### src/rtl/kcrd_pkg.sv
// Package for the key chip register divider: shared constants and the
// request/response structs between the top level and the divider unit.
// No dependencies.
package kcrd_pkg;

    localparam int OFFSET_W  = 13;
    localparam int BYTE_W    = 8;
    localparam int HALF_W    = 16;
    localparam int WIDE_W    = 32;
    localparam int LOW_COUNT = 5;
    localparam int LOW_IDX_W = 3;
    localparam int CFG_IDX_W = 1;

    // Number of restoring division steps and the width of their counter.
    localparam int DIV_STEPS = WIDE_W;
    localparam int DIV_CNT_W = 5;

    localparam logic FUNC_READ  = 1'b0;
    localparam logic FUNC_WRITE = 1'b1;

    // Offsets of the low registers with side effects.
    localparam logic [LOW_IDX_W-1:0] OFF_DIVISOR = 3'd1;
    localparam logic [LOW_IDX_W-1:0] OFF_DIVIDE  = 3'd3;
    localparam logic [LOW_IDX_W-1:0] OFF_ID      = 3'd4;

    // Configuration register indexes.
    localparam logic [CFG_IDX_W-1:0] CFG_CHIP_ID  = 1'b0;
    localparam logic [CFG_IDX_W-1:0] CFG_ID_QUERY = 1'b1;

    localparam logic [BYTE_W-1:0] WIDE_KEY      = 8'h0c;
    localparam logic [HALF_W-1:0] DIV_ZERO_QUOT = 16'hffff;

    typedef struct packed {
        logic              start;
        logic [WIDE_W-1:0] dividend;
        logic [HALF_W-1:0] divisor;
    } div_req_t;

    typedef struct packed {
        logic              done;
        logic [HALF_W-1:0] quotient;
        logic [HALF_W-1:0] remainder;
    } div_rsp_t;

endpackage

### src/rtl/kcrd_divider.sv
// Bit-serial restoring 32/16 divider, one quotient bit per cycle.
// Depends on kcrd_pkg for widths and the request/response structs.
module kcrd_divider
    import kcrd_pkg::*;
(
    input  logic     clk,
    input  logic     rst_n,
    input  div_req_t req,
    output div_rsp_t rsp
);

    logic                 busy_reg;
    logic                 done_reg;
    logic [DIV_CNT_W-1:0] cnt_reg;
    logic [HALF_W-1:0]    rem_reg;
    logic [WIDE_W-1:0]    quo_reg;
    logic [HALF_W-1:0]    div_reg;

    logic [HALF_W:0]      shifted;
    logic [HALF_W+1:0]    diff;
    logic                 fits;

    // Shift the next dividend bit into the partial remainder and try to subtract.
    assign shifted = {rem_reg, quo_reg[WIDE_W-1]};
    assign diff    = {1'b0, shifted} - {2'b00, div_reg};
    assign fits    = ~diff[HALF_W+1];

    always_ff @(posedge clk or negedge rst_n)
    begin
        if (!rst_n)
        begin
            busy_reg <= 1'b0;
            done_reg <= 1'b0;
            cnt_reg  <= '0;
        end
        else
        begin
            // Done pulses for one cycle after the last step.
            done_reg <= busy_reg && !req.start && (cnt_reg == DIV_CNT_W'(DIV_STEPS - 1));
            if (req.start)
            begin
                busy_reg <= 1'b1;
                cnt_reg  <= '0;
            end
            else if (busy_reg)
            begin
                cnt_reg <= cnt_reg + 1'b1;
                if (cnt_reg == DIV_CNT_W'(DIV_STEPS - 1))
                begin
                    busy_reg <= 1'b0;
                end
            end
        end
    end

    always_ff @(posedge clk)
    begin
        if (req.start)
        begin
            rem_reg <= '0;
            quo_reg <= req.dividend;
            div_reg <= req.divisor;
        end
        else if (busy_reg)
        begin
            rem_reg <= fits ? diff[HALF_W-1:0] : shifted[HALF_W-1:0];
            quo_reg <= {quo_reg[WIDE_W-2:0], fits};
        end
    end

    assign rsp.done      = done_reg;
    assign rsp.quotient  = quo_reg[HALF_W-1:0];
    assign rsp.remainder = rem_reg;

endmodule

### config.mk
export PLATFORM = sky130hd
export DESIGN_NAME = kcrd_divider
export DESIGN_NICKNAME = d
export VERILOG_FILES = /design/src/rtl/kcrd_pkg.sv /design/src/rtl/kcrd_divider.sv
export SDC_FILE = /design/constraint.sdc
export NUM_CORES = 1
export LEC_CHECK = 0
export BUFFER_PORTS_ARGS = -buffer_cell sky130_fd_sc_hd__buf_2
export CAP_MARGIN = 20
export CELL_PAD_IN_SITES_DETAIL_PLACEMENT = 0
export CELL_PAD_IN_SITES_GLOBAL_PLACEMENT = 1
export CORE_AREA = 2 2 107 88
export DETAILED_ROUTE_END_ITERATION = 10
export DIE_AREA = 0 0 109 90
export GPL_ROUTABILITY_DRIVEN = 0
export GPL_TIMING_DRIVEN = 1
export PLACE_DENSITY_LB_ADDON = 0.25
export SYNTH_ARGS = -nofsm -noshare
export SYNTH_HDL_FRONTEND = slang
export SYNTH_SLANG_ARGS = --single-unit
export TNS_END_PERCENT = 100
### constraint.sdc
create_clock -name clk -period 3.9 [get_ports clk]
set_input_delay 0.585 -clock clk [delete_from_list [all_inputs] [get_ports clk]]
set_output_delay 0.585 -clock clk [all_outputs]
set_load 0.1 [all_outputs]
Yosys cells after proc, flatten, opt, wreduce, memory -nomap -nowiden
Index checks and enable logic that the tools add are counted.
W data, S select, Z words.
{"block": "word_totals", "register_bits": 71, "latchBits": 0, "mem_bits_rw": 0, "romBits": 0, "input_bits": 51, "output_inout_bits": 33, "wordCells": 22, "n_memories": 0}
{"block": "classes", "addsub": 2, "multipliers": 0, "div": 0, "magnitude_cmp": 0, "eq_ne": 1, "shift": 0, "mux": 8, "bitwise": 1, "reduce_logical": 4}
{"op": "$mux W32", "n": 2}
{"op": "$sub A17 B16 Y18", "n": 1}
{"op": "$mux W16", "n": 1}
{"op": "$mux W5", "n": 2}
{"op": "$add A5 B1 Y5 const B", "n": 1}
{"op": "$eq A5 B5 Y1 const B", "n": 1}
{"op": "$mux W1", "n": 3}
{"op": "$logic_and A1 B1 Y1", "n": 2}
{"op": "$reduce_bool A2 Y1", "n": 1}
{"op": "$logic_not A1 Y1", "n": 1}
{"op": "$not A1 Y1", "n": 1}

Longest topological paths before layout
Gate-level depths: netlist (run 1).
{"block": "logic_depth", "depth_word": 4, "depth_mapped": 10, "mapped_depth_nobuf": 10}

Least setup slack after synthesis (run 1)
Ideal clock, no wire load.
{"block": "synth_timing", "path_type": "register to register", "startpoint": "register rem_reg[5]", "endpoint": "register quo_reg[0], data pin", "setup_time_ns": 0.260, "arrival_time_ns": 2.835, "required_time_ns": 3.640, "setup_slack_ns": 0.805, "stages_incl_launch_ff": 10, "path_buffers": 2, "period_less_slack_ns": 3.095, "cell_sequence": "dfxtp_1 -> ha_1 -> buf_6 -> a211oi_4 -> o21bai_2 -> nor2b_4 -> o31ai_4 -> buf_6 -> nand2_1 -> mux2_2"}
{"block": "synth_between", "elab_chain_len": 4}
{"element": "start, declared", "line_no": "kcrd_divider.sv:15", "text": "logic [HALF_W-1:0] rem_reg;"}
{"element": "start signal, assigned", "line_no": "kcrd_divider.sv:66", "text": "rem_reg <= fits ? diff[HALF_W-1:0] : shifted[HALF_W-1:0];"}
{"element": "$sub A17 B16 Y18", "line_no": "kcrd_divider.sv:25", "text": "assign diff = {1'b0, shifted} - {2'b00, div_reg};"}
{"element": "$not A1 Y1", "line_no": "kcrd_divider.sv:26", "text": "assign fits = ~diff[HALF_W+1];"}
{"element": "$mux W32", "line_no": "kcrd_divider.sv:64", "text": "else if (busy_reg)"}
{"element": "$mux W32", "line_no": "kcrd_divider.sv:58", "text": "if (req.start)"}
{"element": "end signal, assigned", "line_no": "kcrd_divider.sv:61", "text": "quo_reg <= req.dividend;"}
{"element": "end signal, assigned", "line_no": "kcrd_divider.sv:67", "text": "quo_reg <= {quo_reg[WIDE_W-2:0], fits};"}
{"element": "end, declared", "line_no": "kcrd_divider.sv:16", "text": "logic [WIDE_W-1:0] quo_reg;"}
No other way between the ends. The select of a mux whose other input is x is not followed.
A chain may end at the register's enable or synchronous reset.

Worst setup path in the final report (run 1)
Same ends and word-level chain as after synthesis.

==> flow_summary.json, run 1 <==
{
  "ir_drop_uv": 499,
  "fin_util_pct": 52.7,
  "grtUsageTotal_pct": 18.1,
  "ys_types": 57,
  "cellLeakagePower_nw": 2.05,
  "finalCritPeriodShare_pct": 71.3,
  "synthTopCellsByCount": "48 x edfxtp_1, 32 x mux2_2, 29 x nor2_1",
  "max_slew_margin_pct": 44.2,
  "cts_setup_buffers": 0,
  "portBuffers": 83,
  "clk_pin_slew_worst_paths_ns": 0.08,
  "hold_buffers": 0,
  "p_sw_mw": 1.58,
  "clock_skew_ns": 0.00729,
  "instances_no_fill": 535,
  "p_clk_share_pct": 20.0,
  "status": "finished, final reports clean",
  "pwr-share-comb_pct": 49.4,
  "slowest_delay_ns": 0.71,
  "syn_area_um2": 4040,
  "cts_resized": 0,
  "routedWlPerCell_um": 15.8,
  "p_int_mw": 1.79,
  "dr.pass1.iters": 4,
  "vias": 2859,
  "grt_pass1_vias": 2726,
  "worstSetupPathType": "reg2reg",
  "fp-row-count": 31,
  "cp_data_arrival_time_ns": 2.88,
  "synth_area_leader_cell": "edfxtp_1",
  "synthFlopType": "edfxtp_1",
  "p_seq_share_pct": 30.6,
  "critPathMaxFanout": 17,
  "detail_route.vias_per_cell": 5.34,
  "cts_tree": "built",
  "drt_first_iter_violations": 114,
  "worstPathRequired_ns": 4.00,
  "cp.buffers_inverters": 0,
  "antenna_found_initial": 0,
  "synthDominantCellAreaShare_pct": 35.7,
  "hp-class": "in2async",
  "clockRootBuffer": "clkbuf_8",
  "ant_nets": 0,
  "synth_area_leaders": "edfxtp_1 36%, mux2_2 8.9%, dfxtp_1 7.9%",
  "core_area_um2": 8800,
  "drc": 0,
  "drv_slew": 0,
  "ioPinCount": 84,
  "max_freq_mhz": 360,
  "fin_crit_ns": 2.78,
  "post-dp-hpwl_um": 6190,
  "clock_path_buffers": 2,
  "numCtsBuffers": 9,
  "dp_cells": 519,
  "critPathSlowestCell": "o31ai_4",
  "cpLargestDelayFamily": "compound AO/OA/AOI/OAI gates",
  "initial_core_util_pct": 45.9,
  "area_growth_pct": 15.0,
  "largest_reg_flops": 32,
  "antenna_cells": 0,
  "synth_enable_flop_cells": 48,
  "yosys.cell_count.top_type": "edfxtp_1",
  "grt_max_degree": 40,
  "syn-instance-count": 352,
  "worst_pin_slew_ns": 0.837,
  "tns_ns": 0,
  "critPathLaunchType": "flop",
  "setup_viol": 0,
  "htreeDepth": 3,
  "globalRouteOverflowTotal": 0,
  "clock_sinks": 71,
  "die_area_um2": 9810,
  "grt_pass1_wl_um": 13800,
  "end_kind": "flop",
  "die_y_um": 90,
  "power.density_nw_per_um2": 725,
  "ys_warn_count": 0,
  "rsz0062_at_grt": "false",
  "holdWs_ns": 0.0489,
  "die_w_um": 109,
  "nNetsFinal": 485,
  "swShare_pct": 46.9,
  "ys_seq_area_share_pct": 47.9,
  "clock_latency_ns": 0.35,
  "cap_violations": 0,
  "crit_chain": "ha_1, a211oi_4, o21bai_2, nor2b_4, o31ai_4, nand2_1, mux2_2",
  "synth_fp_nets": 422,
  "postSynth.asyncResetShare_pct": 9.86,
  "wirelength_um": 8470,
  "drive_above_1_share_pct": 36.9,
  "ys_seq_elements": 71,
  "finalHoldViolCount": 0,
  "syn_area_per_cell_um2": 11.5
}
path summary, 6_finish.rpt:
| path | endpoint | from | cells past startpoint | slack [ns] |
|---|---|---|---|---|
| setup / recovery | quo_reg[0] | rem_reg[5] | 7 | 1.12 |
| hold / removal | cnt_reg[2] | rst_n | 1 | 0.05 |
| setup reg to reg | quo_reg[0] | rem_reg[5] | 7 | 1.12 |
| hold reg to reg | rem_reg[13] | rem_reg[12] | 2 | 0.53 |
| max in group asynchronous | cnt_reg[1] | rst_n | 1 | 3.69 |
| min in group clk | div_reg[7] | req[7] | 1 | 0.40 |
worst register-to-register path, cell delays in order (launching register included):
cell	delay, ns
dfxtp_1	0.35
ha_1	0.42
a211oi_4	0.28
o21bai_2	0.15
nor2b_4	0.17
o31ai_4	0.71
nand2_1	0.16
mux2_2	0.29
power groups by stage:
stage,combinational (mW),clock [mW],sequential (mW)
global placement,1.66,0,1.04
finish,1.66,0.673,1.03
CTS,1.67,0.692,1.03
detailed placement,1.66,0,1.05
floorplan,0.968,0,1.47
global route,1.78,0.721,1.05
stage by stage:
stage          worst slack [ns]  power [mW]  area [um^2]
2_1_floorplan             0.805        2.44         4040
3_3_place_gp               1.16        2.70         4410
3_5_place_dp               1.12        2.71         4410
4_1_cts                    1.11        3.39         4640
5_1_grt                   0.944        3.55         4640
6_report                   1.12        3.37         4640
cells by family after synthesis:
logic type | Yosys count | share of synthesized area (%)
and+or+nand+nor | 80 | 9.82
AOI/OAI and AO/OA | 78 | 16.3
DFF | 71 | 47.9
buffers and inverters | 56 | 7.40
muxes | 35 | 9.66
adders and majority gates | 19 | 6.07
xor gates and xnor gates | 13 | 2.82
cells in the final DEF, fill, tap and decap left out, types with 2 or more instances in the layout:
cell type	instances
clkbuf_8	10
a31oi_1	6
buf_4	4
o31ai_1	2
clkinvlp_4	2
o21ai_1	8
nand2b_1	3
and3_1	2
dfrtp_1	7
bufinv_16	2
a311oi_1	4
or4_1	2
edfxtp_1	48
nand3_1	12
a21o_1	11
a211oi_4	2
o211ai_2	2
nor3b_1	4
a211oi_1	4
a311oi_2	6
ha_1	18
nor3_1	4
a211o_1	5
nand4_1	3
xnor2_1	6
inv_1	21
or2_2	2
mux2i_1	3
a21oi_1	8
buf_2	83
o21ai_0	5
dfxtp_1	16
nor2_1	29
mux2_2	32
nand2_1	13
xor2_1	7
metal layers:
layer / part of all wire (%) / vias up / GRT usage, %
met3: 5.0 / 11 / 5.22
met5: 0 / - / 0
met2: 43 / 70 / 25.5
li1: - / 1416 / -
met1: 51 / 1362 / 27.5
met4: 1.0 / 0 / 4.06
area by class of cell:
class | instances | area, um^2
clock buffers | 10 | 138
clock inverters | 6 | 92.6
fillers | 792 | 4160
inverters | 21 | 78.8
multi-input cells | 225 | 1810
flip-flops and latches | 71 | 1940
well taps | 115 | 144
repair buffers | 87 | 445
No activity file was read; power rests on OpenSTA's default activity.
==> run 2, diff against run 1 <==
--- a/config.mk
+++ b/config.mk
@@ -9,9 +9,9 @@
 export CAP_MARGIN = 20
 export CELL_PAD_IN_SITES_DETAIL_PLACEMENT = 0
 export CELL_PAD_IN_SITES_GLOBAL_PLACEMENT = 1
-export CORE_AREA = 2 2 107 88
+export CORE_AREA = 2 2 112 92
 export DETAILED_ROUTE_END_ITERATION = 10
-export DIE_AREA = 0 0 109 90
+export DIE_AREA = 0 0 114 94
 export GPL_ROUTABILITY_DRIVEN = 0
 export GPL_TIMING_DRIVEN = 1
 export PLACE_DENSITY_LB_ADDON = 0.25
==> constraint.sdc (replaced) <==
create_clock -name clk -period 2.7 [get_ports clk]
set_input_delay 0.405 -clock clk [delete_from_list [all_inputs] [get_ports clk]]
set_output_delay 0.405 -clock clk [all_outputs]
set_load 0.1 [all_outputs]
==> run 2 against run 1 <==
  * Setup slack got worse by 0.90 ns
  * Via count up 1.5%
  * Sequential share of layout area shrank 0.73 points
  * First-iteration DRC count increased by 25%
  * Global-route usage fell by 1.6 points
  * Critical endpoint is now rem_reg[2]
  * Critical path type unchanged
  * Cell count grew 1.7%
==> flow_summary.json, run 2 (synthesis results as in run 1) <==
{
  "status": "finished, final reports clean",
  "end_kind": "flop",
  "ioPinCount": 84,
  "cts_resized": 0,
  "clock_sinks": 71,
  "numCtsBuffers": 9,
  "tns_ns": 0,
  "holdWs_ns": 0.245,
  "dr.pass1.iters": 4,
  "placed_area_um2": 4480,
  "grt-busiest-layer": "met1",
  "die_y_um": 94,
  "htreeDepth": 3,
  "area_growth_pct": 18.4,
  "clock_path_buffers": 2,
  "fp-row-count": 32,
  "initial_core_util_pct": 42.4,
  "worst_pin_slew_ns": 0.508,
  "worstPathRequired_ns": 2.94,
  "grt_pass1_vias": 2668,
  "grtUsageTotal_pct": 16.5,
  "hp-class": "in2reg",
  "globalRouteOverflowTotal": 0,
  "critPathMaxFanout": 12,
  "drv_slew": 0,
  "max_slew_margin_pct": 66.1,
  "fillers": 880,
  "grtUsageMet1_pct": 25.0,
  "grt_pass1_wl_um": 13600,
  "cp.buffers_inverters": 0,
  "portBuffers": 83,
  "worstHoldEndpoint": "div_reg[13]",
  "rr_startpoint": "rem_reg[5]",
  "antenna_found_initial": 0,
  "ant_nets": 0,
  "ir_drop_uv": 911,
  "worstHoldPathCells": 1,
  "vias": 2903,
  "drt_first_iter_violations": 143,
  "startpoint": "rem_reg[5]",
  "cts_tree": "built",
  "setup_viol": 0,
  "cap_violations": 0,
  "max_freq_mhz": 404,
  "largest_reg_flops": 32,
  "die_area_um2": 10700,
  "power.density_nw_per_um2": 1060,
  "met3_usage_pct": 3.68,
  "detail_route.vias_per_cell": 5.34,
  "finalHoldViolCount": 0,
  "core_area_um2": 9530,
  "routedWlPerCell_um": 15.8,
  "rrSetupSlack_ns": 0.22,
  "worstHoldStart": "req[13]",
  "rsz0062_at_grt": "false",
  "wirelength_um": 8620,
  "fin_crit_ns": 2.48,
  "globalRouteMet2Util_pct": 22.7,
  "clock_latency_ns": 0.33,
  "layout_common_cells": "83 x buf_2, 48 x edfxtp_1, 32 x mux2_2",
  "r2r_end": "rem_reg[2]",
  "cpLargestDelayFamily": "compound AO/OA/AOI/OAI gates",
  "clockRootBuffer": "clkbuf_16",
  "drc": 0,
  "finalCritPeriodShare_pct": 91.7,
  "crit_chain": "ha_1, a211oi_4, o21bai_2, nor2b_4, o31a_4, or4_1, o311ai_1",
  "die_w_um": 114,
  "slowest_delay_ns": 0.48,
  "clk_pin_slew_worst_paths_ns": 0.06,
  "grt_max_degree": 36,
  "final_common_cell": "buf_2",
  "critPathSlowestCell": "or4_1",
  "drive_above_1_share_pct": 40.7,
  "nNetsFinal": 490,
  "rr_worst_depth": 7,
  "total_power_mw": 5.07,
  "post-dp-hpwl_um": 6380,
  "cellLeakagePower_nw": 2.12,
  "critPathLaunchType": "flop",
  "worstSetupPathType": "reg2reg",
  "final_area_um2": 4780,
  "cp_data_arrival_time_ns": 2.71,
  "antenna_cells": 0,
  "clock_skew_ns": 0.00550
}
[run 2: cell types whose count changed in the layout (fill, tap and decap cells not counted), moves of 2 or more]
cell       previous run  this run
inv_6                 1         3
bufinv_16             2         0
dfxtp_2               0        12
clkbuf_16             0         9
dfxtp_1              16         2
buf_4                 4         7
dfxtp_4               0         2
clkbuf_8             10         0
[run 2: how the worst max path moves through the flow]
stage                      end  slack, ns  cells past startpoint
detailed placement  rem_reg[2]       0.23                      7
finish              rem_reg[2]       0.22                      7
floorplan           quo_reg[0]      0.009                      8
global route        rem_reg[2]       0.11                      7
global placement    rem_reg[2]       0.30                      7
CTS                 rem_reg[2]       0.22                      7
[run 2: stage by stage]
step / std cells / util, % / setup WS (ns)
after global routing: 544 / 50.2 / 0.106
after floorplan: 352 / - / 0.00891
after CTS: 544 / 50.2 / 0.224
final: 544 / 50.2 / 0.223
after detailed placement: 527 / 47.1 / 0.234
after global placement: 527 / 47.1 / 0.296
[run 2: final cells by class]
| class | count | area (um^2) | share of cell area (%) |
|---|---|---|---|
| well taps | 119 | 149 | 3.11 |
| multi-input cells | 225 | 1810 | 37.8 |
| clock inverters | 7 | 62.6 | 1.31 |
| clock buffers | 9 | 225 | 4.71 |
| inverters | 21 | 78.8 | 1.65 |
| repair buffers | 92 | 498 | 10.4 |
| flip-flops and latches | 71 | 1960 | 41.0 |
[run 2: layer usage]
metal | vias up | wire length, um
met4 | 0 | 31
li1 | 1426 | -
met2 | 59 | 3870
met5 | - | 0
met1 | 1416 | 4370
met3 | 2 | 341
[run 2: report_power, final]
| group | switching [mW] | leakage (nW) | internal, mW |
|---|---|---|---|
| Clock | 0.491 | 0.139 | 0.641 |
| Sequential | 0.139 | 0.724 | 1.37 |
| Combinational | 1.73 | 1.25 | 0.688 |
| Total | 2.36 | 2.12 | 2.70 |
[run 2: repair_timing]
item	in CTS	in global routing
setup buffers	0	0
endpoints found under the hold margin	7	0
hold buffers	1	0
